===== src/aair_pkg.sv =====
// ----------------------------------------------------------------------------
// AABB integrate and resolve: shared package
// Item types, action and push codes, configuration bundle, fixed-point helpers.
// ----------------------------------------------------------------------------
package aair_pkg;

   // Action codes carried by an input item.
   localparam logic [1:0] ACT_SET_POS   = 2'd0;
   localparam logic [1:0] ACT_SET_VEL   = 2'd1;
   localparam logic [1:0] ACT_INTEGRATE = 2'd2;
   localparam logic [1:0] ACT_RESOLVE   = 2'd3;

   // Push axis codes reported with every result.
   localparam logic [1:0] AXIS_NONE  = 2'd0;
   localparam logic [1:0] AXIS_HORIZ = 2'd1;
   localparam logic [1:0] AXIS_VERT  = 2'd2;

   // Configuration register indexes.
   localparam logic [2:0] REG_BASE_WIDTH    = 3'd0;
   localparam logic [2:0] REG_BASE_HEIGHT   = 3'd1;
   localparam logic [2:0] REG_REDUCE_LEFT   = 3'd2;
   localparam logic [2:0] REG_REDUCE_TOP    = 3'd3;
   localparam logic [2:0] REG_REDUCE_RIGHT  = 3'd4;
   localparam logic [2:0] REG_REDUCE_BOTTOM = 3'd5;

   localparam int CSR_INDEX_W = 3;
   localparam int CSR_DATA_W  = 16;

   // Time step of 1/60 s as a multiply by 1092 and a shift right by 16.
   localparam logic signed [12:0] DT_MUL = 13'sd1092;
   localparam int                 SCALED_W = 27;

   typedef struct packed {
      logic [1:0]         action;
      logic signed [31:0] value_x;
      logic signed [31:0] value_y;
      logic signed [31:0] other_left;
      logic signed [31:0] other_top;
      logic [19:0]        other_span_x;
      logic [19:0]        other_span_y;
   } req_type;

   typedef struct packed {
      logic signed [31:0] out_pos_x;
      logic signed [31:0] out_pos_y;
      logic signed [31:0] out_vel_x;
      logic signed [31:0] out_vel_y;
      logic signed [31:0] out_box_left;
      logic signed [31:0] out_box_top;
      logic [19:0]        out_box_width;
      logic [19:0]        out_box_height;
      logic [1:0]         push_axis;
   } rsp_type;

   typedef struct packed {
      logic [11:0] base_width;
      logic [11:0] base_height;
      logic [15:0] reduce_left;
      logic [15:0] reduce_top;
      logic [15:0] reduce_right;
      logic [15:0] reduce_bottom;
   } cfg_type;

   // One classified item as it waits in the queue between front and back.
   typedef struct packed {
      logic [1:0]                  action;
      logic signed [31:0]          value_x;
      logic signed [31:0]          value_y;
      logic signed [SCALED_W-1:0]  step_x;      // value_x scaled by the time step
      logic signed [SCALED_W-1:0]  step_y;
      logic signed [31:0]          other_left;
      logic signed [31:0]          other_top;
      logic signed [32:0]          other_right;  // left + width
      logic signed [32:0]          other_bottom; // top + height
      logic signed [33:0]          other_cx2;    // twice the center x
      logic signed [33:0]          other_cy2;    // twice the center y
      logic [19:0]                 span_x;
      logic [19:0]                 span_y;
   } entry_type;

   // Multiply by 1092 and shift right by 16, rounding toward minus infinity.
   function automatic logic signed [SCALED_W-1:0] scale_dt(input logic signed [31:0] v);
      logic signed [43:0] prod;
      prod = 44'(v) * 44'(DT_MUL);
      return prod[42:16];
   endfunction

   // Saturate a 33 bit signed sum to 32 bits.
   function automatic logic signed [31:0] sat_to_32(input logic signed [32:0] s);
      logic signed [31:0] r;
      if (s[32] != s[31]) begin
         r = s[32] ? 32'sh8000_0000 : 32'sh7FFF_FFFF;
      end else begin
         r = s[31:0];
      end
      return r;
   endfunction

endpackage


===== src/aair_front.sv =====
// ----------------------------------------------------------------------------
// AABB integrate and resolve: front end
// Accepts items, scales step inputs and derives the other box's edges.
// ----------------------------------------------------------------------------
module aair_front (
   input  logic                req_valid,
   output logic                req_stall,
   input  aair_pkg::req_type   req_data,
   input  logic                queue_full,
   output logic                push,
   output aair_pkg::entry_type push_data
);
   import aair_pkg::*;

   assign req_stall = queue_full;
   assign push      = req_valid && !queue_full;

   always_comb begin
      push_data              = '0;
      push_data.action       = req_data.action;
      push_data.value_x      = req_data.value_x;
      push_data.value_y      = req_data.value_y;
      push_data.other_left   = req_data.other_left;
      push_data.other_top    = req_data.other_top;
      push_data.span_x       = req_data.other_span_x;
      push_data.span_y       = req_data.other_span_y;
      // Only an integrate item needs the scaled input; others leave zero.
      if (req_data.action == ACT_INTEGRATE) begin
         push_data.step_x = scale_dt(req_data.value_x);
         push_data.step_y = scale_dt(req_data.value_y);
      end
      if (req_data.action == ACT_RESOLVE) begin
         push_data.other_right  = 33'(req_data.other_left)
                                  + $signed(33'(req_data.other_span_x));
         push_data.other_bottom = 33'(req_data.other_top)
                                  + $signed(33'(req_data.other_span_y));
         push_data.other_cx2    = 34'($signed({req_data.other_left, 1'b0}))
                                  + $signed(34'(req_data.other_span_x));
         push_data.other_cy2    = 34'($signed({req_data.other_top, 1'b0}))
                                  + $signed(34'(req_data.other_span_y));
      end
   end

endmodule


===== config.mk =====
export PLATFORM = sky130hd
export DESIGN_NAME = aair_front
export DESIGN_NICKNAME = d
export VERILOG_FILES = /design/src/aair_pkg.sv /design/src/aair_front.sv
export SDC_FILE = /design/constraint.sdc
export NUM_CORES = 1
export LEC_CHECK = 0
export BUFFER_PORTS_ARGS = -buffer_cell sky130_fd_sc_hd__buf_2
export CAP_MARGIN = 20
export CORE_AREA = 5 5 205 207
export DETAILED_ROUTE_END_ITERATION = 6
export DIE_AREA = 0 0 210 212
export GPL_ROUTABILITY_DRIVEN = 0
export GPL_TIMING_DRIVEN = 1
export MAX_ROUTING_LAYER = met4
export PLACE_DENSITY = 0.72
export SYNTH_ARGS = -nofsm -noshare
export SYNTH_HDL_FRONTEND = slang
export SYNTH_SLANG_ARGS = --single-unit

===== constraint.sdc =====
create_clock -name vclk -period 6.9
set_input_delay 1.035 -clock vclk [all_inputs]
set_output_delay 1.035 -clock vclk [all_outputs]
set_load 0.005 [all_outputs]

==> impl_results.md <==
* Outcome: finished, final reports clean
* Initial antenna violation count at 10
* Via count at around 15000
* Final setup fails at 0
* CP startpoint kind: primary input
* Final hold vios at 0
* Placement row count at between 70 and 80
* GR Util All Layers at 21.8%
* DRC violations left at 0
* Commonest cells post-synth: 330 x ha_1, 301 x inv_1, 185 x nor2_1
* DIE AREA at approximately 0.045 mm^2
* HP Class: primary input to output port
* M3 GR Usage at 2.36%
* Die Span X at 210 um
* Seq Cell Count at 0
* Drt total wl at 51000 um
* Initial core utilization at 36.5%
* M2 GR Usage at roughly two fifths
* FF+latch area at 0 um^2
* Max Clock Freq at 0.157 GHz
* Syn_nets at 2567
* Vias in the first global route at roughly 15000
* Congestion Overflow GR at 0
* Static leakage at 9.59 nW
* TNS Setup at 0 ns
* Detailed Routing Iterations Pass 1 at 5
* Syn Area/Cell at 7.34 um^2
* Minimum clock period at around 6.4 ns
* Hold-fix buffer count after cts at 0
* Chip Height at 212 um
* PostCTS Resize Cnt at 0
* Cell Area, Synth at 0.0147 mm^2
* Largest net degree at the start of global routing at 76
* Area growth syn-to-layout at 13.2%
* Final Net Count at 2889
* Worst Setup End Kind: output port
* Most numerous cell in the Yosys netlist: ha_1
* Detailed placer's ending HPWL at approximately 44000 um
* Ys Warns at 0
* Share of layout cells above drive strength 1 at 24.4%
* Clkbuf count at 0
* Share of the synthesized area in the top cell type at 28.2%
* Multi-input gate area in the final layout at 0.0121 mm^2
* Crit. Startpoint: req_data[110]
* Met1 Resource Use GR at between 20% and 30%
* Gr busiest metal: met2
* Power consumption at 2.49 mW
* HP Start: queue_full
* Drt via density at ~5.4
* Final ANT Viol Nets at 0
* DRT iter0 DRCs at ~920
* Crit Path Max Fanout at 3
* Avg WL per Cell at 17.8 um
* Setup Buffers After CTS at 0
* Library cells used by synthesis at 76
* Crit path DAT at approximately 5.3 ns
* Setup Crit Path Kind: primary input to output port
* Worst IR Drop VDD at 0.0661 mV
* Leading area contributor after synthesis: ha_1
* Maxcap violations at 0
* IO buf count at about 530
* Io pins at 532
* RSZ-0062 raised after global routing: no
* Seq/Total Area, Yosys at 0%
* Final period util at 92.4%
* P per Cell Area at 150 mW/mm^2
* Tightest Pin Transition at ~0.86 ns
* Layout fillers at 4188
* Max-slew headroom at a little over two fifths
* Area contributors post-synth: ha_1 28%, fa_1 9.3%, buf_4 8.8%
* Synthesized instance count at between 1500 and 2000
* First-pass GRT wire length at 78300 um
* Core ar. at between 0.04 and 0.05 mm^2
* Data required time of the worst path at between 5 and 6 ns
* Fin. max-slew vios at 0
## logic make-up after synthesis
family,share of synthesized area (%)
xor gates and xnor gates,7.35
and+or+nand+nor,16.4
AOI/OAI and AO/OA,19.8
adders and majority gates,37.4
muxes,1.36
buffers and inverters,17.7
## layout by cell type, fill, tap and decap left out, drive strengths merged, types with 18 or more instances in the layout
cell and instances:
a21o 65, a21oi 154, a31oi 22, and3 35
buf 537, fa 68, ha 330, inv 301
mux2i 20, nand2 88, nand2b 19, nand3 36
nand4 21, nor2 185, nor2b 23, nor3 29
o21a 18, o21ai 81, o21bai 21, or3 23
xnor2 66, xor2 57
## worst paths after layout
path	end	slack (ns)	cells after the start
worst min-delay path	req_stall	2.25	2
worst max-delay path	push_data[259]	0.52	18
## power by group
group	switching (mW)	internal, mW
clock network	0	0.000000215
registers	0	0
logic	1.46	1.02
total	1.46	1.02
## per-layer routing
metal  vias up  share of wire, %
met3       126               7.1
li1       7293                 -
met5         -                 0
met2       672                50
met1      7228                39
met4         0               3.9
## layout make-up
class | count | area share, %
multi-input combinational | 1479 | 72.8
timing repair buffer | 537 | 16.3
inverter | 301 | 6.80
tap | 532 | 4.01
antenna | 11 | 0.166
## stage by stage
stage                     hold slack, ns  worst slack (ns)  area [um^2]  cells  utilization (%)
after floorplan                     2.10              1.17        14700   1997                -
after global placement              2.25             0.646        16600   2849             41.3
after detailed placement            2.26             0.569        16600   2849             41.3
after CTS                           2.26             0.553        16600   2849             41.3
after global routing                2.26             0.256        16600   2857             41.3
final                               2.25             0.522        16600   2860             41.3
## critical path, stage by stage
cell	delay [ns]
buf_2	0.12
ha_1	0.29
ha_1	0.20
inv_1	0.07
fa_1	0.48
inv_1	0.05
fa_1	0.45
ha_1	0.34
a211o_1	0.33
a31o_2	0.27
nor2b_1	0.15
nor3_1	0.34
o31ai_1	0.19
a31oi_1	0.43
o21ai_0	0.20
xnor2_1	0.15
nor2_1	0.11
buf_2	0.13
Note: power is estimated with default switching activity, not from simulation.
