===== src/aair_pkg.sv =====
// ----------------------------------------------------------------------------
// AABB integrate and resolve: shared package
// Item types, action and push codes, configuration bundle, fixed-point helpers.
// ----------------------------------------------------------------------------
package aair_pkg;

   // Action codes carried by an input item.
   localparam logic [1:0] ACT_SET_POS   = 2'd0;
   localparam logic [1:0] ACT_SET_VEL   = 2'd1;
   localparam logic [1:0] ACT_INTEGRATE = 2'd2;
   localparam logic [1:0] ACT_RESOLVE   = 2'd3;

   // Push axis codes reported with every result.
   localparam logic [1:0] AXIS_NONE  = 2'd0;
   localparam logic [1:0] AXIS_HORIZ = 2'd1;
   localparam logic [1:0] AXIS_VERT  = 2'd2;

   // Configuration register indexes.
   localparam logic [2:0] REG_BASE_WIDTH    = 3'd0;
   localparam logic [2:0] REG_BASE_HEIGHT   = 3'd1;
   localparam logic [2:0] REG_REDUCE_LEFT   = 3'd2;
   localparam logic [2:0] REG_REDUCE_TOP    = 3'd3;
   localparam logic [2:0] REG_REDUCE_RIGHT  = 3'd4;
   localparam logic [2:0] REG_REDUCE_BOTTOM = 3'd5;

   localparam int CSR_INDEX_W = 3;
   localparam int CSR_DATA_W  = 16;

   // Time step of 1/60 s as a multiply by 1092 and a shift right by 16.
   localparam logic signed [12:0] DT_MUL = 13'sd1092;
   localparam int                 SCALED_W = 27;

   typedef struct packed {
      logic [1:0]         action;
      logic signed [31:0] value_x;
      logic signed [31:0] value_y;
      logic signed [31:0] other_left;
      logic signed [31:0] other_top;
      logic [19:0]        other_span_x;
      logic [19:0]        other_span_y;
   } req_type;

   typedef struct packed {
      logic signed [31:0] out_pos_x;
      logic signed [31:0] out_pos_y;
      logic signed [31:0] out_vel_x;
      logic signed [31:0] out_vel_y;
      logic signed [31:0] out_box_left;
      logic signed [31:0] out_box_top;
      logic [19:0]        out_box_width;
      logic [19:0]        out_box_height;
      logic [1:0]         push_axis;
   } rsp_type;

   typedef struct packed {
      logic [11:0] base_width;
      logic [11:0] base_height;
      logic [15:0] reduce_left;
      logic [15:0] reduce_top;
      logic [15:0] reduce_right;
      logic [15:0] reduce_bottom;
   } cfg_type;

   // One classified item as it waits in the queue between front and back.
   typedef struct packed {
      logic [1:0]                  action;
      logic signed [31:0]          value_x;
      logic signed [31:0]          value_y;
      logic signed [SCALED_W-1:0]  step_x;      // value_x scaled by the time step
      logic signed [SCALED_W-1:0]  step_y;
      logic signed [31:0]          other_left;
      logic signed [31:0]          other_top;
      logic signed [32:0]          other_right;  // left + width
      logic signed [32:0]          other_bottom; // top + height
      logic signed [33:0]          other_cx2;    // twice the center x
      logic signed [33:0]          other_cy2;    // twice the center y
      logic [19:0]                 span_x;
      logic [19:0]                 span_y;
   } entry_type;

   // Multiply by 1092 and shift right by 16, rounding toward minus infinity.
   function automatic logic signed [SCALED_W-1:0] scale_dt(input logic signed [31:0] v);
      logic signed [43:0] prod;
      prod = 44'(v) * 44'(DT_MUL);
      return prod[42:16];
   endfunction

   // Saturate a 33 bit signed sum to 32 bits.
   function automatic logic signed [31:0] sat_to_32(input logic signed [32:0] s);
      logic signed [31:0] r;
      if (s[32] != s[31]) begin
         r = s[32] ? 32'sh8000_0000 : 32'sh7FFF_FFFF;
      end else begin
         r = s[31:0];
      end
      return r;
   endfunction

endpackage


===== src/aair_queue.sv =====
// ----------------------------------------------------------------------------
// AABB integrate and resolve: item queue
// Short first-in first-out queue of classified items between front and back.
// ----------------------------------------------------------------------------
module aair_queue #(
   parameter int DEPTH = 2
) (
   input  logic               clock,
   input  logic               reset,
   input  logic               push,
   input  aair_pkg::entry_type push_data,
   input  logic               pop,
   output logic               full,
   output logic               not_empty,
   output aair_pkg::entry_type head
);
   import aair_pkg::*;

   localparam int PTR_W = (DEPTH > 1) ? $clog2(DEPTH) : 1;
   localparam int CNT_W = $clog2(DEPTH + 1);

   entry_type          slot_ff [DEPTH];
   logic [PTR_W-1:0]   wr_ptr_ff, wr_ptr_in;
   logic [PTR_W-1:0]   rd_ptr_ff, rd_ptr_in;
   logic [CNT_W-1:0]   count_ff, count_in;
   logic               do_push, do_pop;

   assign full      = (count_ff == CNT_W'(DEPTH));
   assign not_empty = (count_ff != '0);
   assign head      = slot_ff[rd_ptr_ff];
   assign do_push   = push && !full;
   assign do_pop    = pop && not_empty;

   always_comb begin
      wr_ptr_in = wr_ptr_ff;
      rd_ptr_in = rd_ptr_ff;
      count_in  = count_ff;
      if (do_push) begin
         wr_ptr_in = (wr_ptr_ff == PTR_W'(DEPTH - 1)) ? '0 : wr_ptr_ff + 1'b1;
      end
      if (do_pop) begin
         rd_ptr_in = (rd_ptr_ff == PTR_W'(DEPTH - 1)) ? '0 : rd_ptr_ff + 1'b1;
      end
      if (do_push && !do_pop) begin
         count_in = count_ff + 1'b1;
      end else if (do_pop && !do_push) begin
         count_in = count_ff - 1'b1;
      end
   end

   always_ff @(posedge clock) begin
      if (reset) begin
         wr_ptr_ff <= '0;
         rd_ptr_ff <= '0;
         count_ff  <= '0;
      end else begin
         wr_ptr_ff <= wr_ptr_in;
         rd_ptr_ff <= rd_ptr_in;
         count_ff  <= count_in;
      end
   end

   always_ff @(posedge clock) begin
      if (do_push) begin
         slot_ff[wr_ptr_ff] <= push_data;
      end
   end

endmodule


===== config.mk =====
export PLATFORM = sky130hd
export DESIGN_NAME = aair_queue
export DESIGN_NICKNAME = d
export VERILOG_FILES = /design/src/aair_pkg.sv /design/src/aair_queue.sv
export SDC_FILE = /design/constraint.sdc
export NUM_CORES = 1
export LEC_CHECK = 0
export ABC_CLOCK_PERIOD_IN_PS = 12750
export BUFFER_PORTS_ARGS = -buffer_cell sky130_fd_sc_hd__buf_4
export CAP_MARGIN = 10
export CORE_ASPECT_RATIO = 1.4
export CORE_MARGIN = 3
export CORE_UTILIZATION = 35
export CTS_CLUSTER_SIZE = 40
export DETAILED_ROUTE_END_ITERATION = 12
export PLACE_DENSITY = 0.59
export SLEW_MARGIN = 20
export SYNTH_ARGS = -nofsm -noshare
export SYNTH_HDL_FRONTEND = slang
export SYNTH_SLANG_ARGS = --single-unit

===== constraint.sdc =====
create_clock -name clock -period 12.75 [get_ports clock]
set_input_delay 0 -clock clock [delete_from_list [all_inputs] [get_ports clock]]
set_output_delay 0 -clock clock [all_outputs]
set_load 0.02 [all_outputs]

==> results of run 1 <==
[final cells by class]
type | instances | area (um^2)
clock inverter | 31 | 220.2
multi-input combinational | 376 | 5270
antenna | 3 | 7.507
clock buffer | 96 | 1932
sequential | 721 | 21600
fill | 6258 | 37520
inverter | 2 | 15.01
tap | 1037 | 1297
timing repair buffer | 1098 | 9161
[flip-flops by register name, indices dropped and copies added, names as in the netlist, named ones only]
register / count
count_ff: 2
slot_ff: 716
wr_ptr_ff: 1
rd_ptr_ff: 1
[worst paths after layout]
path                                   end  slack (ps)  cells past startpoint                     start
hold / removal    slot_ff[0][66]$_DFFE_PP_         120                      2             push_data[66]
hold reg to reg     wr_ptr_ff$_SDFFE_PP0N_         510                      2    wr_ptr_ff$_SDFFE_PP0N_
setup / recovery  slot_ff[1][21]$_DFFE_PP_        8610                      6  count_ff[0]$_SDFFE_PP0P_
setup reg to reg  slot_ff[1][21]$_DFFE_PP_        8610                      6  count_ff[0]$_SDFFE_PP0P_
[power groups by stage]
stage	Sequential (mW)	Clock [mW]	Combinational (mW)
6_report	3.07	1.96	2.51
5_1_grt	3.10	2.11	2.64
4_1_cts	3.08	2.02	2.56
3_5_place_dp	3.13	0	2.45
3_3_place_gp	3.11	0	2.44
2_1_floorplan	3.21	0	1.58
[cells in the final DEF (no fill, tap or decap), drive strengths merged, types with 3 or more instances in the layout]
cell and count:
clkbuf 96, diode 3, inv 6, edfxtp 716, mux2 358, nor2 4, dlygate4sd3 362, o21ai 3
buf 736, xor2 3, dfxtp 5, clkinv 23
[what timing repair did]
item,CTS,global route
hold buffers,362,0
hold endpoints to repair,721,0
gates resized for setup,0,0
[layer usage]
metal  share of wire, %  up-vias  GRT usage, %
met2                 51      593         28.34
met3                8.5      130         5.759
met1                 36     7345         18.09
met4                4.0        0         7.103
met5                  0        -             0
li1                   -     6810             -
[cells by family (layout without fill, tap and decap cells)]
logic type / Yosys count / count (layout)
DFF: 721 / 721
muxes: 358 / 358
buffers and inverters: 42 / 1227
and+or+nand+nor: 9 / 9
AOI/OAI and AO/OA: 5 / 5
xor gates and xnor gates: 3 / 3
adders and majority gates: 1 / 1
other: 0 / 3
[stage by stage]
stage          instances  utilization, %  hold slack (ps)  area (um^2)
6_report            3364           51.29            122.3        39510
3_3_place_gp        2872           43.78            184.9        33720
2_1_floorplan       1139               -            69.07        27390
5_1_grt             3363           51.29            86.84        39510
3_5_place_dp        2872           43.78            187.3        33720
4_1_cts             3361           51.28            65.00        39500
==> impl_metrics.csv, run 1 <==
group,metric,value,unit
outcome,outcome,"finished clean",
place,routabilityCongestion,0.7959,
setup_path,crit_path_start_kind,"register",
detailed_routing,drt-initial-drc-count,833,
yosys,yosysUniqueCellTypes,17,
detailed_routing,drc_errors,0,
detailed_routing,vias_per_cell,4.423,
pwr,power_density,191.1,mW/mm^2
pwr,p_seq_share,40.7,%
timing,slew_headroom,28.52,%
timing,rsz0062_at_grt,"false",
pwr,switching_share,29.98,%
setup_path,path_max_fanout,73,
place,dpl.hpwl,47530,um
setup_path,worstPathRequired,12960,ps
floorplan,core,0.07702,mm^2
yosys,synthXorXnorAreaFrac,0.09592,%
detailed_routing,wl,68970,um
pwr,power,7.550,mW
floorplan,rows,120,
timing,timing.final.max_slew_violations,0,
timing,fin_crit_sh,32.47,%
setup_path,critPathKind,"reg -> reg",
setup_path,critPathArrivalTime,4350,ps
setup_path,endpoint_kind,"register",
timing,tightest_slew,1072,ps
floorplan,die_width,242.4,um
detailed_routing,vias,14880,
clock_tree,post_cts_buffers,0,
pwr,p_int,5.286,mW
clock_tree,cts_tree,"built",
timing,finalSetupViolations,0,
grt,grt_overflow,0,
detailed_routing,dr.pass1.iters,5,
setup_path,crit_chain,"nor2b_1 -> nor2_1 -> and2_4 -> buf_4 -> buf_4 -> buf_4",
floorplan,die_area,0.08171,mm^2
yosys,syn_nets,1502,
timing,finalHoldViolCount,0,
detailed_routing,wl_per_cell,20.50,um
clock_tree,insertion_delay,590,ps
detailed_routing,ant_nets,0,
yosys,synth-edff-count,716,
yosys,synth.avg_cell_area,24.05,um^2
yosys,yosysTopAreaCell,"edfxtp_1",
setup_path,crit_top_cell,"buf_4",
pwr,power_frac_comb,33.3,%
pwr,power.switching,2.264,mW
yosys,async_flop_share,0,%
setup_path,cp_num_buf_inv,3,
yosys,ys.flop_type,"edfxtp_1",
yosys,muxShareOfSynthArea,18.83,%
grt,grt_pass1_vias,16470,
run,timing.max_cap.violations,0,
setup_path,max_stage_delay,830,ps
timing,worst_slack,8610,ps
yosys,synth_warnings,0,
yosys,synth_common_cells,"edfxtp_1, mux2_4, mux2_2",
setup_path,crit_family,"buffers and inverters",
yosys,synth_fa_ha_area_share,0.04567,%
layout,drive_above_1_share,51.29,%
yosys,synth-seq-cells,721,
grt,grt_pass1_wl,101300,um
clock_tree,clock-sinks,721,
clock_tree,numCtsBuffers,72,
clock_tree,cts.htree.levels,3,
layout,syn_to_final_growth,44.22,%
yosys,synth_simple_gate_area_share,0.1690,%
timing,max_freq,0.2415,GHz
timing,tns,0,ps
clock_tree,clk_path_buf_depth,3,
clock_tree,root_buffer,"clkbuf_16",
yosys,synth_compound_area_share,0.09135,%
grt,antenna_found_initial,3,
timing,min_period,4140,ps
yosys,syn_inst,1139,
yosys,synthesis.area,0.02739,mm^2
setup_path,cp_slowest_cell,"buf_4",
yosys,ys_seq_area_share,78.85,%
hold_path,hold_class,"in -> reg",
pwr,clkPwrFrac,26.0,%
yosys,synthTopCellsByArea,"edfxtp_1, mux2_4, mux2_2",
yosys,synth_top_family_by_area,"multiplexers",
place,portBuffers,721,
floorplan,start_util,35.57,%
grt,grtUsageTotal,16.30,%
floorplan,die_h,337.0,um
pwr,max-vdd-ir-drop,203.7,uV
layout,layout.nets,2634,
yosys,synth.most_common_cell,"edfxtp_1",
pwr,p_leak,15.25,nW
grt,grt_max_degree,142,
timing,clock_skew,17.33,ps
place,pre_cts_ws,8563,ps
floorplan,ios,722,
clock_tree,path_clk_slew,60,ps
yosys,synth_top_area_share,78.49,%
Note: power is estimated with default switching activity, not from simulation.
==> inputs of run 2 (changes only) <==
Settings changed: ABC_CLOCK_PERIOD_IN_PS 12750 to 4210.
Clock period 12.75 ns to 4.21 ns, I/O delays scaled along.
==> run 2 against run 1 <==
Design area is 1.3% higher. First-iteration DRC count is 10% lower. Combinational power grew to 3.1 times the previous value. Clock power grew to 3.2 times the previous value. Count of clock-buffer cells in the layout is 2 lower. Critical path depth is 1 lower. Sequential cell count stayed put. Sequential power grew to 3.0 times the previous value. Sequential share of layout area is 0.69 points lower. Clock skew hardly changed. Critical endpoint is now slot_ff[0][103]$_DFFE_PP_. Largest cell class unchanged. Largest power group unchanged.
==> impl_metrics.csv, run 2 (synthesis results as in run 1) <==
group,metric,value,unit
grt,grt_pass1_vias,16480,
layout,largest_reg_flops,716,
layout,final-instance-count-excl-fill,3394,
floorplan,die_h,337.0,um
detailed_routing,drt-initial-drc-count,749,
timing,fin_crit_sh,67.64,%
setup_path,reg2reg_slack,1360,ps
timing,finalHoldViolCount,0,
run,timing.max_cap.violations,0,
grt,grt_max_degree,112,
timing,timing.final.max_slew_violations,0,
pwr,p_int,16.27,mW
setup_path,crit_chain,"nor2b_4 -> or3_4 -> clkinvlp_4 -> buf_12 -> buf_12",
clock_tree,cts_tree,"built",
detailed_routing,wl_per_cell,20.72,um
setup_path,crit_path_start_kind,"register",
layout,final_common_cell,"buf_4",
floorplan,die_width,242.4,um
clock_tree,numCtsBuffers,73,
floorplan,die_area,0.08171,mm^2
grt,grt_pass1_wl,102700,um
pwr,switching_share,30.15,%
pwr,p_seq_share,39.8,%
grt,grtUsageTotal,16.65,%
pwr,power_frac_comb,33.5,%
pwr,p_leak,15.46,nW
timing,finalSetupViolations,0,
setup_path,critPathArrivalTime,3080,ps
pwr,max-vdd-ir-drop,478.8,uV
layout,syn_to_final_growth,46.08,%
setup_path,path_max_fanout,111,
setup_path,crit_top_cell,"buf_12",
floorplan,rows,120,
detailed_routing,drc_errors,0,
layout,top_register,"slot_ff",
timing,slew_headroom,38.93,%
setup_path,cp_num_buf_inv,3,
detailed_routing,dr.pass1.iters,4,
clock_tree,clk_path_buf_depth,3,
pwr,clkPwrFrac,26.7,%
clock_tree,cts.htree.levels,3,
grt,antenna_found_initial,6,
clock_tree,root_buffer,"clkbuf_16",
layout,layout.nets,2655,
clock_tree,clock-sinks,721,
setup_path,max_stage_delay,490,ps
hold_path,hold_class,"in -> reg",
setup_path,critPathKind,"reg -> reg",
setup_path,crit_family,"buffers and inverters",
timing,clock_skew,17.31,ps
place,dpl.hpwl,48760,um
pwr,power.switching,7.022,mW
floorplan,ios,722,
layout,reg_top3,"slot_ff (716), count_ff (2)",
layout,fill_cells,6179,
setup_path,cp_slowest_cell,"clkinvlp_4",
clock_tree,insertion_delay,620,ps
detailed_routing,wl,70320,um
layout,mostFrequentLayoutCells,"buf_4, edfxtp_1, dlygate4sd3_1",
clock_tree,path_clk_slew,60,ps
place,portBuffers,721,
layout,drive_above_1_share,51.85,%
setup_path,endpoint_kind,"register",
floorplan,core,0.07702,mm^2
grt,grt_overflow,0,
timing,rsz0062_at_grt,"false",
detailed_routing,ant_nets,0,
detailed_routing,vias,14950,
clock_tree,cts_resized,0,
timing,max_freq,0.3512,GHz
outcome,outcome,"finished clean",
timing,tightest_slew,916.0,ps
pwr,power_density,582.1,mW/mm^2
place,dp_cells,2891,
setup_path,worstPathRequired,4440,ps
detailed_routing,vias_per_cell,4.405,
timing,tns,0,ps
floorplan,start_util,35.57,%
timing,min_period,2847,ps
timing,timing.hold.ws,107.9,ps
place,routabilityCongestion,0.8098,
==> run 2: cell types whose count changed in the layout (fill, tap and decap cells not counted), moves of 2 or more <==
cell | before | now
dfxtp_2 | 0 | 2
buf_12 | 1 | 14
bufinv_16 | 2 | 4
clkinv_1 | 13 | 17
dfxtp_1 | 4 | 2
clkinv_2 | 9 | 6
clkinv_16 | 0 | 2
clkbuf_8 | 4 | 0
buf_4 | 735 | 741
clkinvlp_4 | 2 | 6
==> run 2: area by class of cell <==
| class | instances | area, um^2 | area share (%) |
|---|---|---|---|
| Multi-Input combinational cell | 376 | 5283 | 13.20 |
| Timing Repair Buffer | 1118 | 9494 | 23.73 |
| Antenna cell | 4 | 10.01 | 0.02501 |
| Clock inverter | 42 | 407.9 | 1.019 |
| Inverter | 2 | 11.26 | 0.02814 |
| Clock buffer | 94 | 1906 | 4.762 |
| Tap cell | 1037 | 1297 | 3.242 |
| Sequential cell | 721 | 21610 | 54.00 |
==> run 2: path summary, 6_finish.rpt <==
kind	cells past startpoint	endpoint	startpoint
setup / recovery	5	slot_ff[0][103]$_DFFE_PP_	count_ff[1]$_SDFFE_PP0P_
hold / removal	2	slot_ff[1][134]$_DFFE_PP_	push_data[134]
setup reg to reg	5	slot_ff[0][103]$_DFFE_PP_	count_ff[1]$_SDFFE_PP0P_
hold reg to reg	2	count_ff[1]$_SDFFE_PP0P_	count_ff[1]$_SDFFE_PP0P_
==> run 2: metal layers <==
| layer | vias up | GRT usage, % | part of all wire [%] |
|---|---|---|---|
| met5 | - | 0 | 0 |
| met4 | 0 | 6.015 | 2.8 |
| met3 | 110 | 5.338 | 7.9 |
| met2 | 576 | 29.54 | 52 |
| met1 | 7386 | 18.85 | 37 |
| li1 | 6880 | - | - |
==> run 2: power by group through the flow <==
stage	logic, mW	registers, mW	clock network (mW)
after floorplan	4.80	9.52	0
after global placement	7.47	9.45	0
after detailed placement	7.50	9.50	0
after CTS	7.82	9.35	6.42
after global routing	8.19	9.35	6.71
final	7.80	9.27	6.22
==> run 2: stage by stage <==
step	util, %	total power [mW]	worst slack (ps)	instance area (um^2)
floorplan	-	14.32	-2267	27420
detailed placement	44.20	17.00	1378	34040
global route	51.95	24.25	1235	40020
CTS	51.90	23.60	1330	39980
global placement	44.20	16.92	1418	34040
finish	51.95	23.29	1363	40020
==> run 2: repair_timing <==
action                                 CTS  global route
hold buffers                           362             0
setup endpoints to repair                0             0
setup buffers                            0             0
endpoints found under the hold margin  721             0
