File: src/aair_pkg.sv
// ----------------------------------------------------------------------------
// AABB integrate and resolve: shared package
// Item types, action and push codes, configuration bundle, fixed-point helpers.
// ----------------------------------------------------------------------------
package aair_pkg;

   // Action codes carried by an input item.
   localparam logic [1:0] ACT_SET_POS   = 2'd0;
   localparam logic [1:0] ACT_SET_VEL   = 2'd1;
   localparam logic [1:0] ACT_INTEGRATE = 2'd2;
   localparam logic [1:0] ACT_RESOLVE   = 2'd3;

   // Push axis codes reported with every result.
   localparam logic [1:0] AXIS_NONE  = 2'd0;
   localparam logic [1:0] AXIS_HORIZ = 2'd1;
   localparam logic [1:0] AXIS_VERT  = 2'd2;

   // Configuration register indexes.
   localparam logic [2:0] REG_BASE_WIDTH    = 3'd0;
   localparam logic [2:0] REG_BASE_HEIGHT   = 3'd1;
   localparam logic [2:0] REG_REDUCE_LEFT   = 3'd2;
   localparam logic [2:0] REG_REDUCE_TOP    = 3'd3;
   localparam logic [2:0] REG_REDUCE_RIGHT  = 3'd4;
   localparam logic [2:0] REG_REDUCE_BOTTOM = 3'd5;

   localparam int CSR_INDEX_W = 3;
   localparam int CSR_DATA_W  = 16;

   // Time step of 1/60 s as a multiply by 1092 and a shift right by 16.
   localparam logic signed [12:0] DT_MUL = 13'sd1092;
   localparam int                 SCALED_W = 27;

   typedef struct packed {
      logic [1:0]         action;
      logic signed [31:0] value_x;
      logic signed [31:0] value_y;
      logic signed [31:0] other_left;
      logic signed [31:0] other_top;
      logic [19:0]        other_span_x;
      logic [19:0]        other_span_y;
   } req_type;

   typedef struct packed {
      logic signed [31:0] out_pos_x;
      logic signed [31:0] out_pos_y;
      logic signed [31:0] out_vel_x;
      logic signed [31:0] out_vel_y;
      logic signed [31:0] out_box_left;
      logic signed [31:0] out_box_top;
      logic [19:0]        out_box_width;
      logic [19:0]        out_box_height;
      logic [1:0]         push_axis;
   } rsp_type;

   typedef struct packed {
      logic [11:0] base_width;
      logic [11:0] base_height;
      logic [15:0] reduce_left;
      logic [15:0] reduce_top;
      logic [15:0] reduce_right;
      logic [15:0] reduce_bottom;
   } cfg_type;

   // One classified item as it waits in the queue between front and back.
   typedef struct packed {
      logic [1:0]                  action;
      logic signed [31:0]          value_x;
      logic signed [31:0]          value_y;
      logic signed [SCALED_W-1:0]  step_x;      // value_x scaled by the time step
      logic signed [SCALED_W-1:0]  step_y;
      logic signed [31:0]          other_left;
      logic signed [31:0]          other_top;
      logic signed [32:0]          other_right;  // left + width
      logic signed [32:0]          other_bottom; // top + height
      logic signed [33:0]          other_cx2;    // twice the center x
      logic signed [33:0]          other_cy2;    // twice the center y
      logic [19:0]                 span_x;
      logic [19:0]                 span_y;
   } entry_type;

   // Multiply by 1092 and shift right by 16, rounding toward minus infinity.
   function automatic logic signed [SCALED_W-1:0] scale_dt(input logic signed [31:0] v);
      logic signed [43:0] prod;
      prod = 44'(v) * 44'(DT_MUL);
      return prod[42:16];
   endfunction

   // Saturate a 33 bit signed sum to 32 bits.
   function automatic logic signed [31:0] sat_to_32(input logic signed [32:0] s);
      logic signed [31:0] r;
      if (s[32] != s[31]) begin
         r = s[32] ? 32'sh8000_0000 : 32'sh7FFF_FFFF;
      end else begin
         r = s[31:0];
      end
      return r;
   endfunction

endpackage

File: src/aair_exec.sv
// ----------------------------------------------------------------------------
// AABB integrate and resolve: back end
// Holds the body state, steps each item through its sequence, registers results.
// ----------------------------------------------------------------------------
module aair_exec (
   input  logic                clock,
   input  logic                reset,
   input  aair_pkg::cfg_type   cfg,
   input  logic                head_valid,
   input  aair_pkg::entry_type head,
   output logic                pop,
   output logic                rsp_valid,
   input  logic                rsp_stall,
   output aair_pkg::rsp_type   rsp_data
);
   import aair_pkg::*;

   localparam logic [1:0] ST_A = 2'd0;
   localparam logic [1:0] ST_B = 2'd1;
   localparam logic [1:0] ST_C = 2'd2;
   localparam logic [1:0] ST_D = 2'd3;

   logic [1:0]                 state_ff, state_in;
   logic signed [31:0]         pos_x_ff, pos_x_in, pos_y_ff, pos_y_in;
   logic signed [31:0]         vel_x_ff, vel_x_in, vel_y_ff, vel_y_in;
   logic signed [31:0]         box_l_ff, box_l_in, box_t_ff, box_t_in;
   logic [19:0]                box_w_ff, box_w_in, box_h_ff, box_h_in;
   logic signed [SCALED_W-1:0] prod_x_ff, prod_x_in, prod_y_ff, prod_y_in;
   logic                       apart_ff, apart_in;
   logic signed [35:0]         dx2_ff, dx2_in, dy2_ff, dy2_in;
   logic [20:0]                sumw_ff, sumw_in, sumh_ff, sumh_in;
   logic signed [36:0]         h2_ff, h2_in, v2_ff, v2_in;
   logic [1:0]                 axis_in;
   logic                       rsp_valid_ff, rsp_valid_in;
   rsp_type                    rsp_data_ff, rsp_data_in;

   logic                       out_free, last_step, fire;
   logic signed [33:0]         my_right, my_bottom;
   logic signed [34:0]         my_cx2, my_cy2;
   logic signed [35:0]         abs_x, abs_y;
   logic [21:0]                push_d;
   logic signed [21:0]         size_w, size_h;

   assign out_free = !rsp_valid_ff || !rsp_stall;

   // An item ends after one step for loads, three for resolve, four for integrate.
   always_comb begin
      last_step = 1'b0;
      case (head.action) inside
         ACT_SET_POS, ACT_SET_VEL: last_step = (state_ff == ST_A);
         ACT_INTEGRATE:            last_step = (state_ff == ST_D);
         default:                  last_step = (state_ff == ST_C);
      endcase
   end

   assign fire = head_valid && last_step && out_free;
   assign pop  = fire;

   // Geometry of the body's box used by the separating axis test.
   assign my_right  = 34'(box_l_ff) + $signed(34'(box_w_ff));
   assign my_bottom = 34'(box_t_ff) + $signed(34'(box_h_ff));
   assign my_cx2    = 35'($signed({box_l_ff, 1'b0})) + $signed(35'(box_w_ff));
   assign my_cy2    = 35'($signed({box_t_ff, 1'b0})) + $signed(35'(box_h_ff));
   assign abs_x     = dx2_ff[35] ? -dx2_ff : dx2_ff;
   assign abs_y     = dy2_ff[35] ? -dy2_ff : dy2_ff;

   assign size_w = $signed({2'b00, cfg.base_width, 8'h00})
                   - $signed(22'(cfg.reduce_left)) - $signed(22'(cfg.reduce_right));
   assign size_h = $signed({2'b00, cfg.base_height, 8'h00})
                   - $signed(22'(cfg.reduce_top)) - $signed(22'(cfg.reduce_bottom));

   // Penetration depth is at most about 2^20 when the boxes overlap.
   assign push_d = (h2_ff < v2_ff) ? 22'((23'(h2_ff[21:0]) + 23'd1) >> 1)
                                   : 22'((23'(v2_ff[21:0]) + 23'd1) >> 1);

   always_comb begin
      state_in  = state_ff;
      pos_x_in  = pos_x_ff;
      pos_y_in  = pos_y_ff;
      vel_x_in  = vel_x_ff;
      vel_y_in  = vel_y_ff;
      box_l_in  = box_l_ff;
      box_t_in  = box_t_ff;
      box_w_in  = box_w_ff;
      box_h_in  = box_h_ff;
      prod_x_in = prod_x_ff;
      prod_y_in = prod_y_ff;
      apart_in  = apart_ff;
      dx2_in    = dx2_ff;
      dy2_in    = dy2_ff;
      sumw_in   = sumw_ff;
      sumh_in   = sumh_ff;
      h2_in     = h2_ff;
      v2_in     = v2_ff;
      axis_in   = AXIS_NONE;

      if (head_valid) begin
         case (head.action)
            ACT_SET_POS: begin
               if (fire) begin
                  pos_x_in = head.value_x;
                  pos_y_in = head.value_y;
                  box_l_in = head.value_x;
                  box_t_in = head.value_y;
               end
            end
            ACT_SET_VEL: begin
               if (fire) begin
                  vel_x_in = head.value_x;
                  vel_y_in = head.value_y;
               end
            end
            ACT_INTEGRATE: begin
               unique case (state_ff)
                  ST_A: begin
                     vel_x_in = sat_to_32(33'(vel_x_ff) + 33'(head.step_x));
                     vel_y_in = sat_to_32(33'(vel_y_ff) + 33'(head.step_y));
                     state_in = ST_B;
                  end
                  ST_B: begin
                     prod_x_in = scale_dt(vel_x_ff);
                     prod_y_in = scale_dt(vel_y_ff);
                     state_in  = ST_C;
                  end
                  ST_C: begin
                     pos_x_in = sat_to_32(33'(pos_x_ff) + 33'(prod_x_ff));
                     pos_y_in = sat_to_32(33'(pos_y_ff) + 33'(prod_y_ff));
                     state_in = ST_D;
                  end
                  ST_D: begin
                     if (fire) begin
                        box_l_in = sat_to_32(33'(pos_x_ff)
                                             + $signed(33'(cfg.reduce_left)));
                        box_t_in = sat_to_32(33'(pos_y_ff)
                                             + $signed(33'(cfg.reduce_top)));
                        box_w_in = size_w[21] ? '0 : size_w[19:0];
                        box_h_in = size_h[21] ? '0 : size_h[19:0];
                        state_in = ST_A;
                     end
                  end
                  default: state_in = ST_A;
               endcase
            end
            default: begin
               unique case (state_ff)
                  ST_A: begin
                     apart_in = (my_right < 34'(head.other_left))
                                || (34'(head.other_right) < 34'(box_l_ff))
                                || (my_bottom < 34'(head.other_top))
                                || (34'(head.other_bottom) < 34'(box_t_ff));
                     dx2_in   = 36'(head.other_cx2) - 36'(my_cx2);
                     dy2_in   = 36'(head.other_cy2) - 36'(my_cy2);
                     sumw_in  = 21'(head.span_x) + 21'(box_w_ff);
                     sumh_in  = 21'(head.span_y) + 21'(box_h_ff);
                     state_in = ST_B;
                  end
                  ST_B: begin
                     h2_in    = $signed(37'(sumw_ff)) - 37'(abs_x);
                     v2_in    = $signed(37'(sumh_ff)) - 37'(abs_y);
                     state_in = ST_C;
                  end
                  ST_C: begin
                     if (fire) begin
                        state_in = ST_A;
                        if (!apart_ff) begin
                           if (h2_ff < v2_ff) begin
                              axis_in = AXIS_HORIZ;
                              // A positive doubled offset means the body is left of center.
                              if (dx2_ff > 0) begin
                                 box_l_in = sat_to_32(33'(box_l_ff) - $signed(33'(push_d)));
                                 pos_x_in = sat_to_32(33'(pos_x_ff) - $signed(33'(push_d)));
                                 if (vel_x_ff > 0) vel_x_in = '0;
                              end else begin
                                 box_l_in = sat_to_32(33'(box_l_ff) + $signed(33'(push_d)));
                                 pos_x_in = sat_to_32(33'(pos_x_ff) + $signed(33'(push_d)));
                                 if (vel_x_ff < 0) vel_x_in = '0;
                              end
                           end else begin
                              axis_in = AXIS_VERT;
                              if (dy2_ff > 0) begin
                                 box_t_in = sat_to_32(33'(box_t_ff) - $signed(33'(push_d)));
                                 pos_y_in = sat_to_32(33'(pos_y_ff) - $signed(33'(push_d)));
                                 if (vel_y_ff > 0) vel_y_in = '0;
                              end else begin
                                 box_t_in = sat_to_32(33'(box_t_ff) + $signed(33'(push_d)));
                                 pos_y_in = sat_to_32(33'(pos_y_ff) + $signed(33'(push_d)));
                                 if (vel_y_ff < 0) vel_y_in = '0;
                              end
                           end
                        end
                     end
                  end
                  default: state_in = ST_A;
               endcase
            end
         endcase
      end
   end

   // The result carries the state as it stands after the item.
   always_comb begin
      rsp_valid_in = rsp_valid_ff;
      rsp_data_in  = rsp_data_ff;
      if (fire) begin
         rsp_valid_in               = 1'b1;
         rsp_data_in.out_pos_x      = pos_x_in;
         rsp_data_in.out_pos_y      = pos_y_in;
         rsp_data_in.out_vel_x      = vel_x_in;
         rsp_data_in.out_vel_y      = vel_y_in;
         rsp_data_in.out_box_left   = box_l_in;
         rsp_data_in.out_box_top    = box_t_in;
         rsp_data_in.out_box_width  = box_w_in;
         rsp_data_in.out_box_height = box_h_in;
         rsp_data_in.push_axis      = axis_in;
      end else if (!rsp_stall) begin
         rsp_valid_in = 1'b0;
      end
   end

   always_ff @(posedge clock) begin
      if (reset) begin
         state_ff     <= ST_A;
         pos_x_ff     <= '0;
         pos_y_ff     <= '0;
         vel_x_ff     <= '0;
         vel_y_ff     <= '0;
         box_l_ff     <= '0;
         box_t_ff     <= '0;
         box_w_ff     <= '0;
         box_h_ff     <= '0;
         rsp_valid_ff <= 1'b0;
      end else begin
         state_ff     <= state_in;
         pos_x_ff     <= pos_x_in;
         pos_y_ff     <= pos_y_in;
         vel_x_ff     <= vel_x_in;
         vel_y_ff     <= vel_y_in;
         box_l_ff     <= box_l_in;
         box_t_ff     <= box_t_in;
         box_w_ff     <= box_w_in;
         box_h_ff     <= box_h_in;
         rsp_valid_ff <= rsp_valid_in;
      end
   end

   always_ff @(posedge clock) begin
      prod_x_ff   <= prod_x_in;
      prod_y_ff   <= prod_y_in;
      apart_ff    <= apart_in;
      dx2_ff      <= dx2_in;
      dy2_ff      <= dy2_in;
      sumw_ff     <= sumw_in;
      sumh_ff     <= sumh_in;
      h2_ff       <= h2_in;
      v2_ff       <= v2_in;
      rsp_data_ff <= rsp_data_in;
   end

   assign rsp_valid = rsp_valid_ff;
   assign rsp_data  = rsp_data_ff;

endmodule

File: config.mk
export PLATFORM = sky130hd
export DESIGN_NAME = aair_exec
export DESIGN_NICKNAME = d
export VERILOG_FILES = /design/src/aair_pkg.sv /design/src/aair_exec.sv
export SDC_FILE = /design/constraint.sdc
export NUM_CORES = 2
export LEC_CHECK = 0
export ABC_AREA = 0
export BUFFER_PORTS_ARGS = -buffer_cell sky130_fd_sc_hd__clkbuf_2
export CAP_MARGIN = 10
export CORE_UTILIZATION = 29
export DETAILED_ROUTE_END_ITERATION = 16
export PLACE_DENSITY = 0.48
export SYNTH_ARGS = -nofsm -noshare
export SYNTH_HDL_FRONTEND = slang
export SYNTH_SLANG_ARGS = --single-unit
File: constraint.sdc
create_clock -name clock -period 37.4 [get_ports clock]
set_clock_uncertainty 0.15 [all_clocks]
set_input_delay 7.48 -clock clock [delete_from_list [all_inputs] [get_ports clock]]
set_output_delay 7.48 -clock clock [all_outputs]
set_load 0.02 [all_outputs]
==> results.yml <==
clock_network:
  cts_tree: "done"
  clk_pin_slew_ns: 0.06
  post_cts_resized: 0
  clock_path_buffers: 3
  postCtsSetupRepairBufs: 0
  hold_buffers: 0
  clock_sinks: 710
  root_buffer: "clkbuf_16"
  htreeDepth: 3
  clock_latency_ns: 0.77
  cts_made_buffers: 97
critical_path:
  critPathSlowestCell: "or3b_1"
  r2r_slack_ns: 27.54
  cp_common_cell: "clkbuf_2"
  slowest_delay_ns: 0.45
  crit_arrival_ns: 9.60
  r2r_cells: 27
  worstPathRequired_ns: 29.77
  criticalPathCategory: "input port to output port"
  cp_max_fo: 37
  worstReg2RegStart: "v2_ff[17]"
  cp-start-kind: "input port"
  crit_chain: "clkbuf_2 -> inv_1 -> ha_2 -> buf_4 -> or3b_1 -> o22ai_2 -> nand3_4 -> inv_8 -> clkbuf_2"
  timing.rr.end: "box_l_ff[11]"
  worstSetupEndpointType: "output port"
final_layout:
  final_net_count: 11900
  multi_input_area_um2: 56500
  regArea_um2: 19000
  stdcell_count: 14100
  area_growth_pct: 14.2
  drive_gt1_frac: 0.117
  fillers: 28900
  final_cell_area_um2: 91500
drt:
  drc: 0
  wl_met2_mm: 167
  route.met3.wl_mm: 32.2
  wl_mm: 397
  via_per_inst: 5.67
  met1_length_mm: 179
  top_layer: "met5"
  wire_per_inst_um: 28.2
  dr.pass1.iters: 8
  drtIter0Drc: 8283
  vias: 79800
  ant_nets: 0
synthesis:
  netlist_instances: 9736
  seq_area_frac_synth: 0.237
  yosysMostFrequentCell: "ha_1"
  yosysTopAreaCell: "edfxtp_1"
  synth_top_area_frac: 0.178
  syn_nets: 11400
  synth.distinct_cells: 135
  synthArstFlopShare: 0
  synth_common_cells: "1,062 x ha_1, 939 x a21oi_1, 890 x inv_1, 807 x nand2_1, 608 x o21ai_0"
  ys_dominant_reg_cell: "edfxtp_1"
  synth_edf_count: 475
  synthesis.area_um2: 80200
  avgSynthCellArea_um2: 8.23
  synthTopCellsByArea: "edfxtp_1 18%, ha_1 17%, dfxtp_1 5.9%"
  yosysWarnings: 0
  ys_ff_latch: 710
pwr:
  peakVddDrop_v: 0.0000310
  cellInternalPower_mw: 1.87
  p_leak_nw: 40.4
  seqPwrFrac: 0.318
  swShare: 0.390
  power_frac_clock: 0.335
  total_power_mw: 3.06
  pwr-share-comb: 0.347
  power.switching_mw: 1.19
  p_per_area_nw_per_um2: 33.5
run:
  cap_violations: 0
sta:
  slew_headroom: 0.0841
  period_share: 0.461
  fmax_ghz: 0.0580
  setup_tns_ns: 0
  final-hold-violation-count: 0
  setup-violations-final: 0
  worst_pin_slew_ns: 1.37
  min_period_ns: 17.23
  grt_setup_unrepaired: "false"
  drv_slew: 0
placed_design:
  hpwl_mm: 318
  dpl-instance-area_um2: 88100
  post-place-cells: 13900
  gp_congestion: 0.960
  io_buffers: 685
global_routing:
  grt_usage: 0.274
  grt_pass1_wl_mm: 555
  grt_pass1_vias: 75600
  grt_max_degree: 98
  antenna_found_initial: 29
  grt_overflow_total: 0
die:
  die_w_um: 528
  core.rowCount: 192
  die_y_um: 528
  coreArea_um2: 274000
  die_area_um2: 279000
  ios: 686
  initial_core_util: 0.292
status:
  run_status: "complete, no violations"
min_path:
  hold_class: "flip-flop to flip-flop"
  min_to: "box_w_ff[9]"
  min_path_cells: 2
  worstHoldStart: "box_w_ff[9]"
cell usage in the layout, fill, tap and decap left out, types with 100 or more instances in the layout:
master     instances
inv_1            888
nand2b_1         119
a21o_1           279
xnor2_1          476
nor2_1           590
ha_1            1059
and2_1           144
buf_4            148
nor3_1           176
a21oi_1          935
fa_1             124
clkbuf_2         683
xor2_1           243
a31oi_1          100
o21a_1           110
a211oi_1         112
dfxtp_1          235
nand3_1          193
o21ai_0          605
edfxtp_1         475
clkbuf_16        100
nand2_1          805
stage by stage:
step | hold WS [ns] | utilization | setup slack, ns
after floorplan | 0.317 | - | 13.75
after global placement | 0.362 | 0.321 | 20.14
after detailed placement | 0.366 | 0.321 | 20.15
after CTS | 0.375 | 0.333 | 20.15
after global routing | 0.397 | 0.333 | 20.06
final | 0.380 | 0.334 | 20.17
how the worst max path moves through the flow:
stage / start / end / slack, ns
2_1_floorplan: head[356] / pop / 13.75
3_3_place_gp: head[356] / pop / 20.14
3_5_place_dp: head[356] / pop / 20.15
4_1_cts: head[356] / pop / 20.15
5_1_grt: head[356] / pop / 20.06
6_report: head[357] / pop / 20.17
sequential cells by signal, summed over array words and instances, names as in the netlist, 20 cells and up:
| register | cells |
|---|---|
| dy2_ff | 35 |
| box_w_ff | 20 |
| box_t_ff | 32 |
| prod_x_ff | 27 |
| h2_ff | 37 |
| prod_y_ff | 27 |
| pos_x_ff | 32 |
| vel_x_ff | 32 |
| box_h_ff | 20 |
| vel_y_ff | 32 |
| sumh_ff | 21 |
| v2_ff | 37 |
| box_l_ff | 32 |
| pos_y_ff | 32 |
| sumw_ff | 21 |
| rsp_data | 234 |
| dx2_ff | 35 |
critical path: cells and delay by family:
family / cells / cell delay (ns)
buffers and inverters: 5 / 1.07
AND/OR/NAND/NOR: 2 / 0.62
adder cells (fa/ha/maj): 1 / 0.17
AO/OA/AOI/OAI: 1 / 0.23
cell families (layout without fill, tap and decap cells):
| kind of cell | Yosys count | after routing | synth area share |
|---|---|---|---|
| AOI/OAI and AO/OA | 3147 | 3147 | 0.256 |
| adders and majority gates | 1186 | 1186 | 0.197 |
| DFF | 710 | 710 | 0.237 |
| other | 0 | 9 | 0 |
| buffers and inverters | 1274 | 1918 | 0.0618 |
| and+or+nand+nor | 2616 | 2616 | 0.159 |
| muxes | 78 | 78 | 0.0101 |
| xor gates and xnor gates | 725 | 725 | 0.0794 |
layer usage:
layer	GRT usage	up-vias
li1	-	36600
met1	0.383	38900
met2	0.411	3784
met3	0.0460	577
met4	0.122	4
met5	0	-
power by group through the flow:
stage	sequential, mW	clock [mW]	combinational (mW)
final	0.975	1.02	1.06
after global routing	0.976	1.07	1.15
after CTS	0.972	1.04	1.05
after detailed placement	0.987	0	1.04
after global placement	0.989	0	1.04
after floorplan	0.969	0	0.666
layout make-up:
class,count,area share
multi-input combinational,7752,0.618
inverter,901,0.0371
clock inverter,60,0.00809
timing repair buffer,833,0.0499
clock buffer,124,0.0294
tap,3686,0.0504
antenna,9,0.000246
sequential,710,0.207
No activity file was read; power rests on OpenSTA's default activity.
